==> src/design/dgc_div.sv <==
// Pipelined unsigned restoring divider with a sideband carried alongside.
module dgc_div #(
  parameter int unsigned NW  = 25,
  parameter int unsigned DW  = 13,
  parameter int unsigned SW  = 32,
  parameter int unsigned SPS = 4
) (
  input  logic          clk_i,
  input  logic          rst_ni,
  input  logic          en_i,
  input  logic          valid_i,
  input  logic [NW-1:0] dividend_i,
  input  logic [DW-1:0] divisor_i,
  input  logic [SW-1:0] side_i,
  output logic          valid_o,
  output logic [NW-1:0] quot_o,
  output logic [SW-1:0] side_o
);

  localparam int unsigned NS = (NW + SPS - 1) / SPS;

  typedef struct packed {
    logic [DW-1:0] rem;
    logic [NW-1:0] qd;
    logic [DW-1:0] dv;
    logic [SW-1:0] sb;
  } div_st_t;

  div_st_t        st_in [NS];
  div_st_t        st_d  [NS];
  div_st_t        st_q  [NS];
  logic [NS-1:0]  v_q;

  assign st_in[0] = '{rem: '0, qd: dividend_i, dv: divisor_i, sb: side_i};

  for (genvar s = 0; s < NS; s++) begin : g_stage
    if (s > 0) begin : g_link
      assign st_in[s] = st_q[s-1];
    end

    always_comb begin
      div_st_t     w;
      logic [DW:0] t;
      w = st_in[s];
      t = '0;
      for (int k = 0; k < SPS; k++) begin
        if (s * SPS + k < NW) begin
          t = {w.rem, w.qd[NW-1]};
          if (t >= {1'b0, w.dv}) begin
            t    = t - {1'b0, w.dv};
            w.qd = {w.qd[NW-2:0], 1'b1};
          end else begin
            w.qd = {w.qd[NW-2:0], 1'b0};
          end
          w.rem = t[DW-1:0];
        end
      end
      st_d[s] = w;
    end

    always_ff @(posedge clk_i) begin
      if (en_i) st_q[s] <= st_d[s];
    end
  end

  always_ff @(posedge clk_i or negedge rst_ni) begin
    if (!rst_ni) begin
      v_q <= '0;
    end else if (en_i) begin
      v_q <= NS'({v_q, valid_i});
    end
  end

  assign valid_o = v_q[NS-1];
  assign quot_o  = st_q[NS-1].qd;
  assign side_o  = st_q[NS-1].sb;

endmodule

==> config.mk <==
export PLATFORM = sky130hd
export DESIGN_NAME = dgc_div
export DESIGN_NICKNAME = d
export VERILOG_FILES = /design/src/design/dgc_div.sv
export SDC_FILE = /design/constraint.sdc
export NUM_CORES = 1
export LEC_CHECK = 0
export BUFFER_PORTS_ARGS = -buffer_cell sky130_fd_sc_hd__buf_4
export CORE_ASPECT_RATIO = 1.75
export CORE_UTILIZATION = 60
export DETAILED_ROUTE_END_ITERATION = 10
export GPL_TIMING_DRIVEN = 1
export PLACE_DENSITY = 0.82
export SETUP_SLACK_MARGIN = 0.2
export SYNTH_ARGS = -nofsm -noshare
export SYNTH_HDL_FRONTEND = slang
export SYNTH_SLANG_ARGS = --single-unit
==> constraint.sdc <==
create_clock -name clk_i -period 12 [get_ports clk_i]
set_input_delay 2.4 -clock clk_i [delete_from_list [all_inputs] [get_ports clk_i]]
set_output_delay 2.4 -clock clk_i [all_outputs]
set_load 0.02 [all_outputs]
==> out/qor.csv <==
stage,metric,value,unit
setup_path,worstPathRequired,12.37,ns
placement,place_hpwl,61.93,mm
clock_tree,clockBufferDepth,3,
clock_tree,path_clk_slew,0.06,ns
sta,setup_viol,0,
floorplan,die_area,58170,um2
grt,track_usage,27.90,%
route,wire_per_inst,20.58,um
grt,grt_pass1_wl,126.8,mm
clock_tree,cts-htree-levels,2,
outcome,outcome,finished clean,
finish,drive_above_1_share,12.89,%
setup_path,worstSetupPathType,flop to flop,
setup_path,critPathSlowestCell,edfxtp_1,
floorplan,die_w,182.7,um
finish,seqCellArea,16840,um2
synthesis,synth_edf_count,555,
sta,finalCritPeriodShare,92.65,%
route,vias_per_cell,6.120,
finish,final_common_cell,edfxtp_1,
synthesis,avgSynthCellArea,11.62,um2
worst_hold_path,worstHoldPathCells,0,
route,dr.pass1.iters,5,
synthesis,ys_ff_latch,562,
sta,fmax,89.94,MHz
synthesis,ys_types,108,
synthesis,async_flop_share,1.246,%
sta,fin_skew,0.02397,ns
sta,slew_headroom,26.69,%
clock_tree,cts_tree,done,
finish,fill_cells,4195,
route,drtIter0Drc,1434,
floorplan,die_y,318.3,um
sta,fin_crit,11.12,ns
floorplan,rows,115,
setup_path,cp-end-kind,flop,
grt,antenna_found_initial,3,
synthesis,synthDominantCellAreaShare,48.59,%
clock_tree,insertion_delay,0.62,ns
setup_path,worst_path_most_repeated_cell,o21ai_0,
finish,final_area,37990,um2
setup_path,worstPathMaxFanout,16,
setup_path,rr_startpoint,st_q[3][33]$_DFFE_PP_,
setup_path,r2r_end,st_q[4][72]$_DFFE_PP_,
sta,grt_setup_unrepaired,false,
grt,grt-ovfl-total,0,
floorplan,ios,132,
clock_tree,clock_sinks,562,
floorplan,core-area,56400,um2
setup_path,crit_path_start_kind,flop,
clock_tree,cts_buffers,51,
finish,final_cell_mix,"edfxtp_1 (555), ha_1 (314), inv_1 (222)",
clock_tree,cts_root_buf,clkbuf_16,
synthesis,synth_area_leaders,"edfxtp_1 (49%), ha_1 (11%), mux2_2 (3.5%)",
placement,port_buffers,131,
grt,grt_max_degree,137,
clock_tree,cts_setup_buffers,0,
setup_path,ff2ff_path_depth,38,
flow_run,drv_cap,0,
synthesis,ys_warn_count,0,
grt,grt_pass1_vias,24760,
sta,fin_setup_tns,0,ns
setup_path,startpoint,st_q[3][33]$_DFFE_PP_,
placement,finalWeightedCongestion,0.9907,
synthesis,syn-cell-area,34300,um2
route,ant_nets,0,
synthesis,ys_seq_area_share,49.10,%
sta,hold_viol_final,0,
worst_hold_path,min_path_type,flop to flop,
route,vias,24000,
setup_path,reg2reg_slack,0.88,ns
synthesis,yosys.area.top_type,edfxtp_1,
sta,maxSlewViolCount,0,
finish,layout.nets,3527,
route,drc,0,
floorplan,start_util,60.81,%
synthesis,syn_inst,2952,
worst_hold_path,hp-start,st_q[0][55]$_DFFE_PP_,
setup_path,critPathArrivalTime,11.48,ns
setup_path,slowest_delay,0.55,ns
finish,multi_input_area,16370,um2
synthesis,synth_top_flop_cell,edfxtp_1,
synthesis,synth_nets,3363,
worst_hold_path,min_to,st_q[1][59]$_DFFE_PP_,
finish,areaGrowthSynthToFinish,10.76,%
clock_tree,holdBufCountCts,0,
clock_tree,cts_repair_resize_count,0,
finish,postLayoutCoreUtil,67.36,%
route,wirelength,80.69,mm
placement,dp_cells,3823,
finish,stdcell_count,3921,
placement,placed_area,36170,um2
sta,worst_pin_slew,1.100,ns
==> cell usage after synthesis, drive strengths merged, types with 25 or more instances <==
cell type	number
ha	314
nand2b	39
or2	25
inv	229
xnor2	130
nor2b	49
a21o	66
nor3	50
o21a	48
nand2	168
nor2	185
o21ai	156
edfxtp	555
xor2	71
nand4	48
mux2	145
mux2i	48
a21oi	211
nand3	32
==> layout make-up <==
type	instances	share of cell area [%]
clock buffer	57	3.418
clock inverter	37	1.354
inverter	229	2.276
tap	760	2.503
multi-input combinational	2121	43.09
antenna	4	0.02635
sequential	562	44.33
timing repair buffer	151	3.003
==> state kept, by name, indices dropped and copies added (netlist names) <==
register and count:
v_q 7, st_q 555
==> per-stage QoR <==
step | setup WS, ns | hold WS [ns]
floorplan | 1.922 | 0.4003
global placement | 1.289 | 0.4002
detailed placement | 1.124 | 0.4045
CTS | 1.044 | 0.4080
global route | 0.2504 | 0.4101
finish | 0.8817 | 0.4040
==> routing by layer <==
layer	up-vias	part of all wire, %	track usage [%]
met4	0	7.2	19.48
met2	807	54	53.16
met1	11470	35	27.55
met5	-	0	0
li1	11400	-	-
met3	318	4.0	3.271
==> logic make-up (layout without fill, tap and decap cells) <==
group                      Yosys count  in the layout  share of synthesized area (%)
and+or+nand+nor                    680            680                          9.849
muxes                              193            193                          6.274
xor gates and xnor gates           201            201                          5.132
DFF                                562            562                          49.10
buffers and inverters              269            474                          3.173
adders and majority gates          337            337                          12.80
other                                0              4                              0
AOI/OAI and AO/OA                  710            710                          13.68
==> worst max-delay path: cells and delay by family, from the launching register on <==
family | cells | cell delay [ns]
flops | 1 | 0.55
compound gates | 19 | 4.93
fa+ha+maj | 4 | 1.61
buf+inv | 2 | 0.43
simple gates | 11 | 2.43
mux | 2 | 0.87
==> worst max-delay path by stage <==
| stage | endpoint | slack [ns] | depth (start not counted) |
|---|---|---|---|
| global placement | st_q[1][78]$_DFFE_PP_ | 1.29 | 38 |
| detailed placement | st_q[4][77]$_DFFE_PP_ | 1.12 | 38 |
| global route | st_q[4][72]$_DFFE_PP_ | 0.25 | 38 |
| CTS | st_q[1][78]$_DFFE_PP_ | 1.04 | 38 |
| finish | st_q[4][72]$_DFFE_PP_ | 0.88 | 38 |
| floorplan | st_q[0][75]$_DFFE_PP_ | 1.92 | 39 |
Power is left out: the tool's default activity adds up to more than one toggle a clock period on the data nets, which glitch-free logic cannot reach.
