File: config.mk
export PLATFORM = sky130hd
export DESIGN_NAME = dgc_skid
export DESIGN_NICKNAME = d
export VERILOG_FILES = /design/src/design/dgc_pkg.sv /design/src/design/dgc_skid.sv
export SDC_FILE = /design/constraint.sdc
export NUM_CORES = 1
export LEC_CHECK = 0
export BUFFER_PORTS_ARGS = -buffer_cell sky130_fd_sc_hd__buf_2
export CAP_MARGIN = 5
export CORE_MARGIN = 3
export CORE_UTILIZATION = 46
export CTS_CLUSTER_DIAMETER = 150
export DETAILED_ROUTE_END_ITERATION = 12
export PLACE_DENSITY = 0.74
export SLEW_MARGIN = 15
export SYNTH_ARGS = -nofsm -noshare
export SYNTH_HDL_FRONTEND = slang
export SYNTH_SLANG_ARGS = --single-unit
File: constraint.sdc
create_clock -name clk_i -period 2.5 [get_ports clk_i]
set_input_delay 0.375 -clock clk_i [delete_from_list [all_inputs] [get_ports clk_i]]
set_output_delay 0.375 -clock clk_i [all_outputs]
set_load 0.02 [all_outputs]
File: src/design/dgc_pkg.sv
// Shared types, register codes and constants of the dynamics gain computer.
package dgc_pkg;

  localparam int unsigned GAIN_TABLE_BITS_DEF = 10;

  // log2(10)/20 octaves per dB, scaled for a dB Q8 input and a Q32 result
  localparam logic [21:0] OCT_PER_DB_Q32 = 22'd2786635;

  typedef enum logic [2:0] {
    CFG_THRESHOLD = 3'd0,
    CFG_RATIO     = 3'd1,
    CFG_KNEE      = 3'd2,
    CFG_MODE      = 3'd3,
    CFG_OUT_GAIN  = 3'd4
  } cfg_idx_e;

  typedef enum logic [1:0] {
    MODE_COMP   = 2'd0,
    MODE_LIMIT  = 2'd1,
    MODE_EXPAND = 2'd2,
    MODE_GATE   = 2'd3
  } mode_e;

  typedef struct packed {
    logic signed [15:0] level_db;
    logic signed [15:0] sample;
  } in_t;

  typedef struct packed {
    logic        [15:0] gain;
    logic signed [15:0] out_sample;
  } out_t;

  // Bitwise integer square root, used only to build the octave table.
  function automatic logic [63:0] isqrt64(input logic [63:0] v_in);
    logic [63:0] v;
    logic [63:0] r;
    logic [63:0] b;
    v = v_in;
    r = '0;
    b = 64'd1 << 62;
    while (b > v) b = b >> 2;
    while (b != 64'd0) begin
      if (v >= r + b) begin
        v = v - (r + b);
        r = (r >> 1) + b;
      end else begin
        r = r >> 1;
      end
      b = b >> 2;
    end
    return r;
  endfunction

endpackage

File: src/design/dgc_skid.sv
// Output register with one skid entry; freezes the pipeline only when both are full.
module dgc_skid (
  input  logic          clk_i,
  input  logic          rst_ni,
  output logic          en_o,
  input  logic          valid_i,
  input  dgc_pkg::out_t data_i,
  output logic          out_valid_o,
  input  logic          out_stall_i,
  output dgc_pkg::out_t out_data_o
);

  logic          out_v_q, out_v_d;
  logic          sk_v_q, sk_v_d;
  dgc_pkg::out_t out_d_q, out_d_d;
  dgc_pkg::out_t sk_d_q, sk_d_d;
  logic          out_free;
  logic          push;

  assign en_o     = !sk_v_q;
  assign out_free = !out_v_q || !out_stall_i;
  assign push     = valid_i && en_o;

  always_comb begin
    out_v_d = out_v_q;
    out_d_d = out_d_q;
    sk_v_d  = sk_v_q;
    sk_d_d  = sk_d_q;
    if (sk_v_q) begin
      if (out_free) begin
        out_d_d = sk_d_q;
        sk_v_d  = 1'b0;
      end
    end else if (push) begin
      if (out_free) begin
        out_v_d = 1'b1;
        out_d_d = data_i;
      end else begin
        // park the beat while the output waits
        sk_v_d = 1'b1;
        sk_d_d = data_i;
      end
    end else if (out_free) begin
      out_v_d = 1'b0;
    end
  end

  always_ff @(posedge clk_i or negedge rst_ni) begin
    if (!rst_ni) begin
      out_v_q <= 1'b0;
      sk_v_q  <= 1'b0;
    end else begin
      out_v_q <= out_v_d;
      sk_v_q  <= sk_v_d;
    end
  end

  always_ff @(posedge clk_i) begin
    out_d_q <= out_d_d;
    sk_d_q  <= sk_d_d;
  end

  assign out_valid_o = out_v_q;
  assign out_data_o  = out_d_q;

endmodule

==> results.cfg <==
[worst_setup_path]
cp-end-kind = flip-flop
cp_data_arrival_time_ns = 1.68
rrSetupSlack_ns = 0.85
path_cells = nand2b_1, nor2_4, buf_12
worstPathRequired_ns = 2.53
cp-start-kind = flip-flop
timing.rr.start = sk_v_q
cpMaxStageDelayCell = dfrtp_2
crit_fanout = 17
critPathKind = reg2reg
r2r_cells = 3
critical_path.top_delay_family = simple AND/OR/NAND/NOR gates
max_stage_delay_ns = 0.49
critPathBufInv = 1
rr_endpoint = sk_d_q[27]

[sta]
tns_ns = 0
drv_slew = 0
fin_crit_ns = 1.652
fin_ws_ns = 0.8475
finalClockSkew_ns = 0.007456
hold_violations = 0
grt_setup_unrepaired = false
holdWs_ns = 0.2395
max_freq_ghz = 0.6052
relSlewSlack_pct = 64.56
tightest_slew_ns = 0.5304
setup_viol = 0
fin_crit_sh_pct = 66.10

[grt]
grt-ovfl-total = 0
grt_max_degree = 29
antenna_found_initial = 0
grt_pass1_vias = 1321
track_usage_pct = 14.46
grt_pass1_wl_um = 6617

[logic_synthesis]
yosysWarnings = 0
syn_avg_cell_area_um2 = 22.84
synth.net_count = 147
ys_ff_latch = 66
yosysTopAreaCell = edfxtp_1
ys_seq_area_share_pct = 77.79
synth_top_area_share_pct = 75.81
synth_area_leaders = edfxtp_1 76%, mux2_4 16%, mux2_2 2.2%, dfrtp_1 2.0%, buf_12 1.6%
syn_inst = 111
synth_cell_type_count = 12
syn_area_um2 = 2535

[clocking]
tritoncts.num_buffers = 9
cts_max_path_buffers = 2
cts.repair.resized = 0
htreeDepth = 3
clk_latency_ns = 0.32
clkTransAtPathRegs_ns = 0.06
cts_tree = yes
numClockSinks = 66
cts-root-buf = clkbuf_8

[layout]
area_growth_pct = 24.68
antenna_cells = 0
layout.nets = 227
nFillCells = 402
mostFrequentLayoutCell = buf_2
multi_input_area_um2 = 515.5
mostFrequentLayoutCells = 69 x buf_2, 64 x edfxtp_1, 27 x mux2_4, 9 x clkbuf_8, 5 x mux2_2
drive_gt1_share_pct = 60.20
seq_area_um2 = 1973

[pwr]
p_sw_mw = 0.5479
power.share.switching_pct = 22.29
seqPwrFrac_pct = 54.5
p_int_mw = 1.911
p_comb_share_pct = 13.0
clkPwrFrac_pct = 32.5
cellLeakagePower_nw = 1.248
power_density_nw_per_um2 = 777.8
ir_drop_mv = 0.4735

[run_status]
outcome = complete, no violations

[floorplanning]
core-area_um2 = 5205
fp.dieH_um = 80.24
dieWidth_um = 80.24
rows = 26
top_level_ports = 70
initial_utilization_pct = 48.70
die_area_um2 = 6438

[placement]
gp_congestion = 0.7009
pre_cts_ws_ns = 0.8286
io_buffers = 69
hpwl_um = 2925

[drt]
drc_errors = 0
route.detailed.vias_per_inst = 4.673
drt_pass1_iterations = 4
vias = 1243
drt-total-wl_um = 4100
drtIter0Drc = 76
routedWlPerCell_um = 15.41
ant_nets = 0

[worst_hold_path]
hp-start = data_i[9]
hp-class = in2reg
holdPathStages = 1
min_to = sk_d_q[9]

[run]
drv_cap = 0
==> cell usage after synthesis <==
cell type  count
nor2_1         3
buf_6          2
mux2_4        27
edfxtp_1      64
buf_12         2
mux2_2         5
inv_1          1
a21oi_1        1
nand2_1        2
o21ai_0        1
dfrtp_1        2
nand2b_1       1
==> sequential cells by signal, indices dropped and copies added (netlist names) <==
signal / flops
out_data_o: 32
sk_d_q: 32
out_valid_o: 1
sk_v_q: 1
==> worst reg2reg max path, cell delays in order, from the launching register on <==
cell	delay, ns
dfrtp_2	0.49
nand2b_1	0.23
nor2_4	0.42
buf_12	0.23
==> area by class of cell <==
cell class | instances | area share [%]
Inverter | 1 | 0.1188
Timing Repair Buffer | 73 | 12.75
Multi-Input combinational cell | 40 | 16.31
Sequential cell | 66 | 62.43
Clock buffer | 12 | 4.276
Clock inverter | 4 | 1.346
Tap cell | 70 | 2.771
==> metal layers <==
| metal | vias to the layer above | global-route usage [%] | wire [um] |
|---|---|---|---|
| met3 | 4 | 6.502 | 319 |
| met1 | 603 | 17.35 | 1676 |
| met5 | - | 0 | 0 |
| li1 | 592 | - | - |
| met2 | 44 | 22.10 | 2076 |
| met4 | 0 | 7.095 | 27 |
==> kinds of logic (layout without fill, tap and decap cells) <==
family                 count (synthesis)  after routing  share of synthesized area (%)
multiplexers                          32             32                          18.21
flip-flops                            66             66                          77.79
AO/OA/AOI/OAI                          2              2                         0.3945
AND/OR/NAND/NOR                        6              6                         0.9874
buffers and inverters                  5             90                          2.616
==> power groups by stage <==
stage               sequential [mW]  combinational (mW)  clock [mW]
finish                         1.34               0.319       0.800
global route                   1.35               0.341       0.894
CTS                            1.34               0.325       0.831
detailed placement             1.36               0.323           0
global placement               1.36               0.312           0
floorplan                      1.43               0.144           0
==> through the flow <==
| stage | instances | util, % | cell area, um2 | total power [mW] |
|---|---|---|---|---|
| after global placement | 249 | 57.12 | 2973 | 1.673 |
| after floorplan | 111 | - | 2539 | 1.573 |
| final | 266 | 60.72 | 3161 | 2.458 |
| after global routing | 266 | 60.72 | 3161 | 2.582 |
| after detailed placement | 249 | 57.12 | 2973 | 1.686 |
| after CTS | 266 | 60.72 | 3161 | 2.496 |
==> worst max path at each step <==
stage,startpoint,endpoint,cells past startpoint
5_1_grt,sk_v_q,sk_d_q[19],3
2_1_floorplan,sk_v_q,sk_d_q[0],3
3_3_place_gp,sk_v_q,sk_d_q[24],3
6_report,sk_v_q,sk_d_q[27],3
3_5_place_dp,sk_v_q,sk_d_q[26],3
4_1_cts,sk_v_q,sk_d_q[27],3
==> what timing repair did <==
action,4_1_cts,5_1_grt
endpoints found under the hold margin,2,0
setup buffers,0,0
setup endpoints to repair,0,0
hold buffers,1,0
(Power assumes the default switching activity.)
